$ cat src/rtl/servo_pulse_ramp_generator_unit_defines.svh
// assertion macros shared by the servo ramp generator rtl
`ifndef SERVO_PULSE_RAMP_GENERATOR_UNIT_DEFINES_SVH
`define SERVO_PULSE_RAMP_GENERATOR_UNIT_DEFINES_SVH

// same-cycle implication, checked on clk while out of reset
`define SRG_ASSERT_NOW(lbl, ante, cons, msg) \
  lbl: assert property (@(posedge clk) disable iff (!rst_n) (ante) |-> (cons)) \
    else $error(msg);

// next-cycle implication, checked on clk while out of reset
`define SRG_ASSERT_NEXT(lbl, ante, cons, msg) \
  lbl: assert property (@(posedge clk) disable iff (!rst_n) (ante) |=> (cons)) \
    else $error(msg);

`endif

$ cat src/rtl/srg_pkg.sv
// constants, widths and shared types of the servo ramp generator
package srg_pkg;

  // field widths
  localparam int ANGLE_W = 8;
  localparam int DUR_W   = 16;
  localparam int PULSE_W = 12;

  // pulse mapping and tick period
  localparam int PULSE_SPAN = 2000;
  localparam int ANGLE_MAX  = 180;
  localparam int PULSE_MIN  = 500;
  localparam int PULSE_MAX  = PULSE_MIN + PULSE_SPAN;
  localparam int TICK_MS    = 10;

  // reciprocals for the constant divisions
  // angle*2000/180 == (angle*TGT_RECIP) >> TGT_SHIFT for angle up to 180
  localparam int TGT_RECIP  = 1456356;
  localparam int TGT_SHIFT  = 17;
  // duration/10 == (duration*TICK_RECIP) >> TICK_SHIFT over the full 16 bits
  localparam int TICK_RECIP = 52429;
  localparam int TICK_SHIFT = 19;

  // shared divider: dividend holds the distance magnitude, divisor the step count
  localparam int DIV_W = PULSE_W + 1;
  localparam int DSR_W = DUR_W;
  localparam int CNT_W = $clog2(DIV_W + 1);

  // command codes
  localparam logic CMD_MOVE = 1'b0;
  localparam logic CMD_TICK = 1'b1;

  typedef struct packed {
    logic             start;
    logic [DIV_W-1:0] dividend;
    logic [DSR_W-1:0] divisor;
  } div_req_t;

  typedef struct packed {
    logic             busy;
    logic             done;
    logic [DIV_W-1:0] quotient;
  } div_rsp_t;

endpackage

$ cat src/rtl/srg_in_if.sv
// move/tick input channel
interface srg_in_if;
  logic                         valid;
  logic                         ready;
  logic                         cmd;
  logic [srg_pkg::ANGLE_W-1:0]  angle_deg;
  logic [srg_pkg::DUR_W-1:0]    duration_ms;

  modport source (output valid, output cmd, output angle_deg, output duration_ms,
                  input ready);
  modport sink   (input valid, input cmd, input angle_deg, input duration_ms,
                  output ready);
endinterface

$ cat src/rtl/srg_out_if.sv
// pulse result channel
interface srg_out_if;
  logic                         valid;
  logic                         ready;
  logic [srg_pkg::PULSE_W-1:0]  pulse_us;
  logic                         ramp_last;

  modport source (output valid, output pulse_us, output ramp_last, input ready);
  modport sink   (input valid, input pulse_us, input ramp_last, output ready);
endinterface

$ cat src/rtl/servo_pulse_ramp_generator_unit.sv
// servo pulse ramp generator: sequencer around a shared serial divider
//
//  channel  dir  handshake       payload
//  in_if    in   valid/ready     cmd, angle_deg, duration_ms
//  out_if   out  valid/ready     pulse_us, ramp_last
//
// a tick beat runs through accept, step update and load of the output register;
//   a tick with no active ramp is accepted and dropped
// a move beat: target, step count (constant reciprocal multiplies), step size on
//   the serial divider, one bit per cycle, and first step, or a jump to the target
// in_if.ready is high only while the sequencer is idle
// a result waits in the output register; a stalled sink holds the next result
// synchronous active-low reset clears the ramp state; no pulse before first move
`include "servo_pulse_ramp_generator_unit_defines.svh"

module servo_pulse_ramp_generator_unit (
  input  logic       clk,
  input  logic       rst_n,
  srg_in_if.sink     in_if,
  srg_out_if.source  out_if
);

  typedef enum logic [5:0] {
    S_IDLE = 6'b000001,
    S_TGT  = 6'b000010,
    S_CNT  = 6'b000100,
    S_STEP = 6'b001000,
    S_ADV  = 6'b010000,
    S_EMIT = 6'b100000
  } state_t;

  localparam int PW = srg_pkg::PULSE_W;

  state_t                       state_r, state_nxt;
  logic [PW-1:0]                cur_r, cur_nxt;
  logic [PW-1:0]                tgt_r, tgt_nxt;
  logic signed [PW-1:0]         step_r, step_nxt;
  logic                         has_pos_r, has_pos_nxt;
  logic                         active_r, active_nxt;
  logic [srg_pkg::DUR_W-1:0]    dur_r, dur_nxt;
  logic [srg_pkg::ANGLE_W-1:0]  ang_r, ang_nxt;
  logic [PW-1:0]                pend_pulse_r, pend_pulse_nxt;
  logic                         pend_last_r, pend_last_nxt;
  logic                         out_valid_r, out_valid_nxt;
  logic [PW-1:0]                out_pulse_r, out_pulse_nxt;
  logic                         out_last_r, out_last_nxt;

  srg_pkg::div_req_t            div_req;
  srg_pkg::div_rsp_t            div_rsp;

  logic [srg_pkg::ANGLE_W-1:0]  angle_sat;
  logic signed [PW:0]           diff;
  logic [PW:0]                  diff_mag;
  logic signed [PW+1:0]         next_pos;
  logic signed [PW+1:0]         tgt_s;
  logic                         reached;
  logic [31:0]                  tgt_prod;
  logic [31:0]                  cnt_prod;
  logic [srg_pkg::DSR_W-1:0]    step_cnt;
  logic [PW-1:0]                tgt_new;
  logic [PW-1:0]                step_mag;

  srg_div u_div (
    .clk   (clk),
    .rst_n (rst_n),
    .req   (div_req),
    .rsp   (div_rsp)
  );

  // angle saturation and signed distance to the target
  assign angle_sat = (in_if.angle_deg > srg_pkg::ANGLE_W'(srg_pkg::ANGLE_MAX)) ?
                     srg_pkg::ANGLE_W'(srg_pkg::ANGLE_MAX) : in_if.angle_deg;
  assign diff      = $signed({1'b0, tgt_r}) - $signed({1'b0, cur_r});
  assign diff_mag  = diff[PW] ? (PW+1)'(-diff) : diff;

  // target pulse and step count by reciprocal multiply
  assign tgt_prod  = 32'(ang_r) * 32'(srg_pkg::TGT_RECIP);
  assign tgt_new   = PW'(tgt_prod >> srg_pkg::TGT_SHIFT) + PW'(srg_pkg::PULSE_MIN);
  assign cnt_prod  = 32'(dur_r) * 32'(srg_pkg::TICK_RECIP);
  assign step_cnt  = srg_pkg::DSR_W'(cnt_prod >> srg_pkg::TICK_SHIFT);
  assign step_mag  = PW'(div_rsp.quotient);

  // one step forward, finish on the target when reached or passed
  assign next_pos  = $signed({2'b00, cur_r}) + $signed({{2{step_r[PW-1]}}, step_r});
  assign tgt_s     = $signed({2'b00, tgt_r});
  assign reached   = step_r[PW-1] ? (next_pos <= tgt_s) : (next_pos >= tgt_s);

  assign in_if.ready = (state_r == S_IDLE);

  // sequencer
  always_comb begin
    state_nxt      = state_r;
    cur_nxt        = cur_r;
    tgt_nxt        = tgt_r;
    step_nxt       = step_r;
    has_pos_nxt    = has_pos_r;
    active_nxt     = active_r;
    dur_nxt        = dur_r;
    ang_nxt        = ang_r;
    pend_pulse_nxt = pend_pulse_r;
    pend_last_nxt  = pend_last_r;
    out_valid_nxt  = out_valid_r;
    out_pulse_nxt  = out_pulse_r;
    out_last_nxt   = out_last_r;
    div_req        = '0;

    if (out_if.ready) begin
      out_valid_nxt = 1'b0;
    end

    case (state_r)
      S_IDLE: begin
        if (in_if.valid) begin
          if (in_if.cmd == srg_pkg::CMD_TICK) begin
            if (active_r) begin
              state_nxt = S_ADV;
            end
          end else begin
            dur_nxt   = in_if.duration_ms;
            ang_nxt   = angle_sat;
            state_nxt = S_TGT;
          end
        end
      end
      S_TGT: begin
        tgt_nxt    = tgt_new;
        active_nxt = 1'b0;
        if (!has_pos_r) begin
          has_pos_nxt    = 1'b1;
          cur_nxt        = tgt_new;
          step_nxt       = '0;
          pend_pulse_nxt = tgt_new;
          pend_last_nxt  = 1'b1;
          state_nxt      = S_EMIT;
        end else begin
          state_nxt = S_CNT;
        end
      end
      S_CNT: begin
        if (step_cnt == '0) begin
          // short duration: jump to the target
          cur_nxt        = tgt_r;
          step_nxt       = '0;
          pend_pulse_nxt = tgt_r;
          pend_last_nxt  = 1'b1;
          state_nxt      = S_EMIT;
        end else begin
          div_req.start    = 1'b1;
          div_req.dividend = srg_pkg::DIV_W'(diff_mag);
          div_req.divisor  = step_cnt;
          state_nxt        = S_STEP;
        end
      end
      S_STEP: begin
        if (div_rsp.done) begin
          if (step_mag == '0) begin
            // step truncated to nothing: jump to the target
            cur_nxt        = tgt_r;
            step_nxt       = '0;
            pend_pulse_nxt = tgt_r;
            pend_last_nxt  = 1'b1;
            state_nxt      = S_EMIT;
          end else begin
            step_nxt  = diff[PW] ? $signed(-step_mag) : $signed(step_mag);
            state_nxt = S_ADV;
          end
        end
      end
      S_ADV: begin
        if (reached) begin
          cur_nxt        = tgt_r;
          active_nxt     = 1'b0;
          pend_pulse_nxt = tgt_r;
          pend_last_nxt  = 1'b1;
        end else begin
          cur_nxt        = PW'(next_pos);
          active_nxt     = 1'b1;
          pend_pulse_nxt = PW'(next_pos);
          pend_last_nxt  = 1'b0;
        end
        state_nxt = S_EMIT;
      end
      S_EMIT: begin
        if (!out_valid_r || out_if.ready) begin
          out_valid_nxt = 1'b1;
          out_pulse_nxt = pend_pulse_r;
          out_last_nxt  = pend_last_r;
          state_nxt     = S_IDLE;
        end
      end
      default: begin
        state_nxt = S_IDLE;
      end
    endcase
  end

  // control and ramp state
  always_ff @(posedge clk) begin
    if (!rst_n) begin
      state_r     <= S_IDLE;
      cur_r       <= '0;
      tgt_r       <= '0;
      step_r      <= '0;
      has_pos_r   <= 1'b0;
      active_r    <= 1'b0;
      out_valid_r <= 1'b0;
    end else begin
      state_r     <= state_nxt;
      cur_r       <= cur_nxt;
      tgt_r       <= tgt_nxt;
      step_r      <= step_nxt;
      has_pos_r   <= has_pos_nxt;
      active_r    <= active_nxt;
      out_valid_r <= out_valid_nxt;
    end
  end

  // payload registers
  always_ff @(posedge clk) begin
    dur_r        <= dur_nxt;
    ang_r        <= ang_nxt;
    pend_pulse_r <= pend_pulse_nxt;
    pend_last_r  <= pend_last_nxt;
    out_pulse_r  <= out_pulse_nxt;
    out_last_r   <= out_last_nxt;
  end

  assign out_if.valid     = out_valid_r;
  assign out_if.pulse_us  = out_pulse_r;
  assign out_if.ramp_last = out_last_r;

  // checks
  `SRG_ASSERT_NOW(a_div_start_idle, div_req.start, !div_rsp.busy, "divider restarted while busy")
  `SRG_ASSERT_NOW(a_last_ends_ramp, (state_r == S_EMIT) && pend_last_r, !active_r, "final beat with ramp still active")
  `SRG_ASSERT_NOW(a_pos_in_range, has_pos_r, (cur_r >= PW'(srg_pkg::PULSE_MIN)) && (cur_r <= PW'(srg_pkg::PULSE_MAX)), "position out of pulse range")
  `SRG_ASSERT_NEXT(a_emit_loads, (state_r == S_EMIT) && (!out_valid_r || out_if.ready), out_valid_r && (out_pulse_r == $past(pend_pulse_r)), "pending beat not loaded")

endmodule

$ cat src/rtl/srg_div.sv
// shared restoring divider, one quotient bit per cycle
module srg_div (
  input  logic              clk,
  input  logic              rst_n,
  input  srg_pkg::div_req_t req,
  output srg_pkg::div_rsp_t rsp
);

  logic [srg_pkg::DIV_W-1:0] quo_r, quo_nxt;
  logic [srg_pkg::DSR_W-1:0] dsr_r, dsr_nxt;
  logic [srg_pkg::DSR_W-1:0] rem_r, rem_nxt;
  logic [srg_pkg::CNT_W-1:0] cnt_r, cnt_nxt;
  logic                      busy_r, busy_nxt;
  logic                      done_r, done_nxt;

  logic [srg_pkg::DSR_W:0]   trial;
  logic [srg_pkg::DSR_W:0]   trial_sub;
  logic                      fits;

  // trial subtract of the shifted remainder
  assign trial     = {rem_r, quo_r[srg_pkg::DIV_W-1]};
  assign trial_sub = trial - {1'b0, dsr_r};
  assign fits      = (trial >= {1'b0, dsr_r});

  always_comb begin
    quo_nxt  = quo_r;
    dsr_nxt  = dsr_r;
    rem_nxt  = rem_r;
    cnt_nxt  = cnt_r;
    busy_nxt = busy_r;
    done_nxt = 1'b0;
    if (req.start) begin
      quo_nxt  = req.dividend;
      dsr_nxt  = req.divisor;
      rem_nxt  = '0;
      cnt_nxt  = srg_pkg::CNT_W'(srg_pkg::DIV_W);
      busy_nxt = 1'b1;
    end else if (busy_r) begin
      rem_nxt = fits ? trial_sub[srg_pkg::DSR_W-1:0] : trial[srg_pkg::DSR_W-1:0];
      quo_nxt = {quo_r[srg_pkg::DIV_W-2:0], fits};
      cnt_nxt = cnt_r - 1'b1;
      if (cnt_r == srg_pkg::CNT_W'(1)) begin
        busy_nxt = 1'b0;
        done_nxt = 1'b1;
      end
    end
  end

  // control state
  always_ff @(posedge clk) begin
    if (!rst_n) begin
      busy_r <= 1'b0;
      done_r <= 1'b0;
      cnt_r  <= '0;
    end else begin
      busy_r <= busy_nxt;
      done_r <= done_nxt;
      cnt_r  <= cnt_nxt;
    end
  end

  // datapath
  always_ff @(posedge clk) begin
    quo_r <= quo_nxt;
    dsr_r <= dsr_nxt;
    rem_r <= rem_nxt;
  end

  assign rsp.busy     = busy_r;
  assign rsp.done     = done_r;
  assign rsp.quotient = quo_r;

endmodule
$ cat src/flat_wrapper.sv
// flat-port wrapper written by rule: the top's interface ports become plain ports
module servo_pulse_ramp_generator_unit_flat 
  (clk, rst_n, in_if_valid, in_if_cmd, in_if_angle_deg, in_if_duration_ms, in_if_ready, out_if_valid, out_if_pulse_us, out_if_ramp_last, out_if_ready);
  srg_in_if in_if_i ();
  srg_out_if out_if_i ();
  input  logic clk;
  input  logic rst_n;
  input wire logic [$bits(in_if_i.valid)-1:0] in_if_valid;
  input wire logic [$bits(in_if_i.cmd)-1:0] in_if_cmd;
  input wire logic [$bits(in_if_i.angle_deg)-1:0] in_if_angle_deg;
  input wire logic [$bits(in_if_i.duration_ms)-1:0] in_if_duration_ms;
  output wire logic [$bits(in_if_i.ready)-1:0] in_if_ready;
  output wire logic [$bits(out_if_i.valid)-1:0] out_if_valid;
  output wire logic [$bits(out_if_i.pulse_us)-1:0] out_if_pulse_us;
  output wire logic [$bits(out_if_i.ramp_last)-1:0] out_if_ramp_last;
  input wire logic [$bits(out_if_i.ready)-1:0] out_if_ready;
  assign in_if_i.valid = in_if_valid;
  assign in_if_i.cmd = in_if_cmd;
  assign in_if_i.angle_deg = in_if_angle_deg;
  assign in_if_i.duration_ms = in_if_duration_ms;
  assign in_if_ready = in_if_i.ready;
  assign out_if_valid = out_if_i.valid;
  assign out_if_pulse_us = out_if_i.pulse_us;
  assign out_if_ramp_last = out_if_i.ramp_last;
  assign out_if_i.ready = out_if_ready;
  servo_pulse_ramp_generator_unit u_core (.clk(clk), .rst_n(rst_n), .in_if(in_if_i), .out_if(out_if_i));
endmodule
$ cat config.mk
export PLATFORM = sky130hd
export DESIGN_NAME = servo_pulse_ramp_generator_unit_flat
export DESIGN_NICKNAME = d
export VERILOG_FILES = /design/src/rtl/srg_pkg.sv /design/src/rtl/srg_in_if.sv /design/src/rtl/srg_out_if.sv /design/src/rtl/servo_pulse_ramp_generator_unit.sv /design/src/rtl/srg_div.sv /design/src/flat_wrapper.sv
export VERILOG_INCLUDE_DIRS = /design/src /design/src/rtl
export SDC_FILE = /design/constraint.sdc
export NUM_CORES = 1
export LEC_CHECK = 0
export BUFFER_PORTS_ARGS = -buffer_cell sky130_fd_sc_hd__clkbuf_2
export CAP_MARGIN = 10
export CORE_MARGIN = 3
export CORE_UTILIZATION = 40
export DETAILED_ROUTE_END_ITERATION = 16
export PLACE_DENSITY_LB_ADDON = 0.05
export SYNTH_ARGS = -nofsm -noshare
export SYNTH_HDL_FRONTEND = slang
export SYNTH_HIERARCHICAL = 1
export SYNTH_SLANG_ARGS = --single-unit
$ cat constraint.sdc
create_clock -name clk -period 7.4 [get_ports clk]
set_input_delay 0.74 -clock clk [delete_from_list [all_inputs] [get_ports clk]]
set_output_delay 0.74 -clock clk [all_outputs]
set_load 0.02 [all_outputs]
==> results of run 1 <==
## power by group through the flow
stage               clock (W)  combinational (W)  sequential [W]
CTS                  0.000890            0.00388        0.000925
global route         0.000922            0.00465        0.000928
global placement            0            0.00386        0.000943
detailed placement          0            0.00384        0.000943
floorplan                   0            0.00286        0.000936
finish               0.000859            0.00413        0.000925
## worst max-delay path, stage by stage, from the launching register on
cell and delay, ns:
edfxtp_1 0.54, ha_1 0.39, inv_1 0.10, fa_1 0.51, inv_1 0.06, fa_1 0.51
fa_1 0.55, inv_1 0.06, fa_1 0.53, inv_1 0.05, ha_1 0.31, ha_1 0.32
a21o_1 0.20, a2111oi_4 0.29, o21bai_1 0.12, a221o_1 0.39, a31oi_2 0.16, xor2_1 0.20
or4b_4 0.49, o31ai_4 0.35, inv_2 0.12, nand2b_4 0.17, or4b_1 0.52, nand3_1 0.09
## sequential cells by signal, indices dropped and copies added, names as in the netlist, 13 cells and up
name                flops
u_core/u_div/quo_r     13
u_core/u_div/rem_r     16
u_core/dur_r           16
u_core/u_div/dsr_r     16
## final cells by class
cell class | instances | area [um2]
Multi-Input combinational cell | 1255 | 11100
Fill cell | 3854 | 21400
Sequential cell | 146 | 3710
Tap cell | 518 | 648
Timing Repair Buffer | 76 | 505
Clock inverter | 11 | 130
Clock buffer | 21 | 440
Inverter | 290 | 1090
## metal layers
layer | share of wire [%] | wire (um) | up-vias | GRT usage (%)
met5 | 0 | 0 | - | 0
met4 | 1.6 | 641 | 0 | 4.91
met3 | 3.5 | 1410 | 40 | 2.67
met2 | 47 | 19200 | 208 | 32.5
met1 | 48 | 19700 | 5962 | 27.6
li1 | - | - | 6160 | -
## stage by stage
stage	total power (W)	hold slack, ns
floorplan	0.00380	0.400
global placement	0.00480	0.403
detailed placement	0.00478	0.409
CTS	0.00569	0.424
global route	0.00650	0.433
finish	0.00592	0.418
## layout by cell type, fill, tap and decap left out, types with 6 or more instances in the layout
cell type,instances
clkbuf_16,18
nor4_1,7
xor2_1,34
nor3_1,34
dfxtp_1,67
nand3_1,30
o21ai_0,66
or3_1,9
nand2b_1,21
o221ai_1,7
nand3b_1,7
nand4b_1,8
fa_1,107
edfxtp_1,79
ha_1,241
a21oi_1,95
a21boi_0,6
clkbuf_2,43
and3_1,11
and2_1,15
o21bai_1,10
mux2i_1,15
nand4_1,29
xnor2_1,42
and4_1,6
a21o_1,15
nand2_1,101
or2_2,6
a31oi_1,10
nor2_1,108
o31ai_1,12
buf_4,30
inv_1,287
a211o_1,7
o211ai_1,13
o21a_1,9
mux2_2,17
a211oi_1,30
## how the worst max path moves through the flow
stage | start | to | slack, ns | depth (start not counted)
global route | u_core/dur_r[3]$_DFFE_PP_ | u_core/u_div/rem_r[14]$_SDFFE_PP0P_ | -0.05 | 22
detailed placement | u_core/dur_r[3]$_DFFE_PP_ | u_core/u_div/rem_r[7]$_SDFFE_PP0P_ | -0.12 | 23
finish | u_core/dur_r[12]$_DFFE_PP_ | u_core/u_div/rem_r[14]$_SDFFE_PP0P_ | 0.30 | 23
global placement | u_core/dur_r[10]$_DFFE_PP_ | u_core/u_div/rem_r[7]$_SDFFE_PP0P_ | 0.02 | 21
CTS | u_core/dur_r[3]$_DFFE_PP_ | u_core/u_div/rem_r[7]$_SDFFE_PP0P_ | 0.003 | 23
floorplan | u_core/dur_r[3]$_DFFE_PP_ | u_core/u_div/rem_r[14]$_SDFFE_PP0P_ | 0.22 | 23
## what timing repair did
item,in CTS,in global routing
resized for setup,2,36
buffers inserted,0,8
endpoints found under the setup margin,42,91
pin swaps,0,11
cloned,0,1
==> run_results.csv, run 1 <==
group,metric,value,unit
routing,drtIter0Drc,785,
min_path,hold_path_end,"u_core/out_if.pulse_us[7]$_DFFE_PP_",
place,dp_cells,2276,
final_layout,final_util,45.1,%
timing,slew_viol_final,0,
die,ios,44,
pwr,switching_power,0.00284,W
timing,hold_viol,0,
final_layout,final_area,0.0176,mm2
timing,finalCritPeriodShare,96.0,%
place,place_area,0.0168,mm2
pwr,seq_power_share,15.6,%
clock_network,cts_sinks,146,
grt,antenna_found_initial,0,
critical_path,endpoint_kind,"register",
clock_network,htreeDepth,4,
clock_network,numCtsBuffers,17,
yosys,netlist_instances,1731,
clock_network,hold_buffers,0,
die,dieArea,0.0422,mm2
yosys,avgSynthCellArea,9.20,um2
routing,wl,40900,um
critical_path,reg2reg_slack,0.30,ns
clock_network,cts_tree,"built",
routing,drc,0,
place,place_ws,-0.124,ns
min_path,hp-start,"u_core/pend_pulse_r[7]$_DFFE_PP_",
grt,grt_pass1_vias,12300,
timing,finalSetupViolations,0,
clock_network,clk-insertion-delay-late,0.45,ns
grt,grt_pass1_wl,65800,um
timing,finClkSkew,0.0152,ns
die,fp.dieW,206,um
timing,max_freq,141,MHz
pwr,p_comb_share,69.8,%
timing,worst_pin_slew,1.15,ns
die,start_util,40.8,%
routing,firstDrtPassIters,5,
yosys,synth_area,0.0159,mm2
timing,finalWorstSetupSlack,0.296,ns
pwr,internal-power,0.00307,W
critical_path,critPathArrivalTime,7.50,ns
clock_network,cts.reportedPaths.clkPinSlew,0.06,ns
clock_network,cts-root-buf,"clkbuf_16",
die,fp.dieH,206,um
critical_path,worstReg2RegEnd,"u_core/u_div/rem_r[14]$_SDFFE_PP0P_",
final_layout,final_cell_count_no_fill,2317,
outcome,status,"complete, no violations",
die,coreArea,0.0390,mm2
final_layout,synthToLayoutAreaGrowth,10.6,%
critical_path,r2r-start,"u_core/dur_r[12]$_DFFE_PP_",
timing,relSlewSlack,23.4,%
min_path,hp-class,"register to register",
pwr,peakVddDrop,0.218,mV
grt,track_usage,19.8,%
pwr,p_sw_share,48.1,%
min_path,whs_path_depth,0,
timing,min_period,7.10,ns
pwr,p_clk_share,14.5,%
timing,tns,0,ns
critical_path,r2r_cells,23,
die,row_count,72,
routing,wl_per_cell,17.7,um
critical_path,critPathMaxFanout,5,
critical_path,start_kind,"register",
grt,overflow,0,
final_layout,drive_gt1_share,10.5,%
place,place.gp.congestion,0.917,
run,cap_viol_max_count,0,
pwr,total_leakage_power,7.96,nW
place,hpwl,33600,um
grt,grt_max_degree,35,
routing,vias,12400,
routing,ant_nets,0,
critical_path,criticalPathCategory,"register to register",
clock_network,clockBufferDepth,2,
yosys,yosys_warnings,6,
pwr,power_density,336,mW/mm2
place,numPortBuffers,43,
final_layout,fin_nets,2170,
final_layout,insertedDiodeCount,0,
routing,avgViaCountPerCell,5.34,
critical_path,required,7.79,ns
Note: power is estimated with default switching activity, not from simulation.
==> run 2, diff against run 1 <==
--- a/config.mk
+++ b/config.mk
@@ -8,9 +8,12 @@
 export LEC_CHECK = 0
 export BUFFER_PORTS_ARGS = -buffer_cell sky130_fd_sc_hd__clkbuf_2
 export CAP_MARGIN = 10
+export CELL_PAD_IN_SITES_DETAIL_PLACEMENT = 1
+export CELL_PAD_IN_SITES_GLOBAL_PLACEMENT = 2
 export CORE_MARGIN = 3
-export CORE_UTILIZATION = 40
+export CORE_UTILIZATION = 38
 export DETAILED_ROUTE_END_ITERATION = 16
+export GPL_ROUTABILITY_DRIVEN = 0
 export PLACE_DENSITY_LB_ADDON = 0.05
 export SYNTH_ARGS = -nofsm -noshare
 export SYNTH_HDL_FRONTEND = slang
==> run_results.csv, run 2 (synthesis gave the netlist of run 1 again) <==
group,metric,value,unit
critical_path,worstReg2RegEnd,"u_core/u_div/quo_r[12]$_DFFE_PP_",
clock_network,clk-insertion-delay-late,0.48,ns
critical_path,r2r_cells,23,
final_layout,final_cell_mix,"inv_1, ha_1, nor2_1",
critical_path,critPathTopFamily,"adder cells",
clock_network,htreeDepth,4,
final_layout,register_area,0.00371,mm2
die,coreArea,0.0411,mm2
die,row_count,74,
timing,finalSetupViolations,0,
final_layout,fin_nets,2183,
final_layout,synthToLayoutAreaGrowth,11.4,%
pwr,power_density,340,mW/mm2
clock_network,clockBufferDepth,2,
run,cap_viol_max_count,0,
critical_path,critPathSlowestCell,"fa_1",
routing,drc,0,
grt,overflow,0,
final_layout,layout_commonest_cell,"inv_1",
grt,grt_pass1_wl,73400,um
final_layout,fillers,4795,
timing,finClkSkew,0.0161,ns
clock_network,numCtsBuffers,17,
timing,slew_viol_final,0,
die,dieArea,0.0444,mm2
routing,ant_nets,0,
critical_path,criticalPathCategory,"register to register",
grt,grt_util_met3,3.51,%
place,numPortBuffers,43,
final_layout,multiInputGateArea,0.0111,mm2
place,hpwl,37600,um
clock_network,hold_buffers,0,
critical_path,crit_path_cell_trace,"buf_4 > ha_1 > fa_1 > inv_1 > fa_1 > fa_1 > inv_1 > fa_1 > ha_1 > ha_2 > nand2_1 > o21a_1 > o211a_1 > a21oi_1 > or3b_2 > nand4_1 > or4b_4 > o31ai_4 > buf_6 > buf_12 > nor4_1 > and4_1 > mux2_2",
min_path,whs_path_depth,0,
final_layout,reg_top3,"u_core/dur_r x16, u_core/u_div/dsr_r x16, u_core/u_div/rem_r x16",
critical_path,endpoint_kind,"register",
die,ios,44,
critical_path,required,7.62,ns
critical_path,startpoint,"u_core/dur_r[5]$_DFFE_PP_",
die,fp.dieH,211,um
timing,relSlewSlack,31.8,%
timing,worst_pin_slew,1.02,ns
timing,min_period,7.11,ns
pwr,peakVddDrop,0.196,mV
timing,max_freq,141,MHz
grt,grt_pass1_vias,13300,
clock_network,cts.reportedPaths.clkPinSlew,0.06,ns
clock_network,cts_tree,"built",
min_path,hold_path_end,"u_core/out_if.pulse_us[0]$_DFFE_PP_",
routing,avgViaCountPerCell,5.33,
timing,hold_ws,0.418,ns
grt,grtUsageMet2,35.2,%
critical_path,cp.depth,23,
routing,vias,12500,
critical_path,cp.buffers_inverters,5,
grt,track_usage,20.9,%
routing,drtIter0Drc,466,
grt,antenna_found_initial,0,
timing,finalCritPeriodShare,96.1,%
clock_network,cts-root-buf,"clkbuf_16",
routing,firstDrtPassIters,5,
min_path,hp-class,"register to register",
final_layout,drive_gt1_share,11.3,%
critical_path,cpPeakStageDelay,0.61,ns
critical_path,reg2reg_slack,0.29,ns
pwr,total_leakage_power,8.02,nW
critical_path,start_kind,"register",
routing,wl,45100,um
min_path,hp-start,"u_core/pend_pulse_r[0]$_DFFE_PP_",
final_layout,insertedDiodeCount,0,
grt,grt_max_degree,35,
grt,use_met1,28.7,%
grt,busiest_layer,"met2",
critical_path,cpMostUsedCell,"fa_1",
critical_path,critPathArrivalTime,7.33,ns
die,start_util,38.7,%
routing,wl_per_cell,19.3,um
die,fp.dieW,211,um
final_layout,final_area,0.0177,mm2
timing,hold_viol,0,
outcome,status,"complete, no violations",
place,place_area,0.0168,mm2
critical_path,r2r-start,"u_core/dur_r[5]$_DFFE_PP_",
critical_path,critPathMaxFanout,17,
clock_network,cts_sinks,146,
[run 2: how the worst max path moves through the flow]
stage	endpoint	slack (ns)
2_1_floorplan	u_core/u_div/rem_r[14]$_SDFFE_PP0P_	0.22
3_3_place_gp	u_core/u_div/rem_r[14]$_SDFFE_PP0P_	-0.17
3_5_place_dp	u_core/u_div/rem_r[14]$_SDFFE_PP0P_	-0.27
4_1_cts	u_core/u_div/rem_r[7]$_SDFFE_PP0P_	0.004
5_1_grt	u_core/u_div/quo_r[12]$_DFFE_PP_	-0.02
6_report	u_core/u_div/quo_r[12]$_DFFE_PP_	0.29
[run 2: area by class of cell]
class	instances	area share (%)
Clock buffer	20	2.63
Multi-Input combinational cell	1255	62.6
Tap cell	532	3.75
Clock inverter	12	0.536
Sequential cell	146	20.9
Timing Repair Buffer	89	3.34
Inverter	290	6.19
[run 2: per-layer routing]
metal	wire (um)	vias up
met5	0	-
met4	551	0
met3	1140	26
met2	21700	114
met1	21800	6168
li1	-	6179
[run 2: where the power goes]
group | switching (W) | total, W | internal [W]
combinational | 0.00256 | 0.00426 | 0.00170
sequential | 0.0000233 | 0.000926 | 0.000903
clock | 0.000382 | 0.000842 | 0.000459
[run 2: timing repair]
item,in CTS,in global routing
pin swaps,2,8
cloned,0,1
endpoints found under the setup margin,74,88
buffers inserted,2,12
gates resized for setup,8,30
hold endpoints to repair,0,0
[run 2: metrics by stage]
step	setup TNS, ns	total power [W]	utilization [%]	cells	setup slack (ns)
after global routing	-0.0158	0.00662	43.2	2344	-0.0158
after detailed placement	-10.55	0.00492	41.0	2296	-0.267
after global placement	-3.74	0.00490	41.0	2296	-0.172
after CTS	0	0.00585	42.4	2330	0.00438
final	0	0.00603	43.2	2344	0.286
after floorplan	0	0.00380	-	1733	0.222
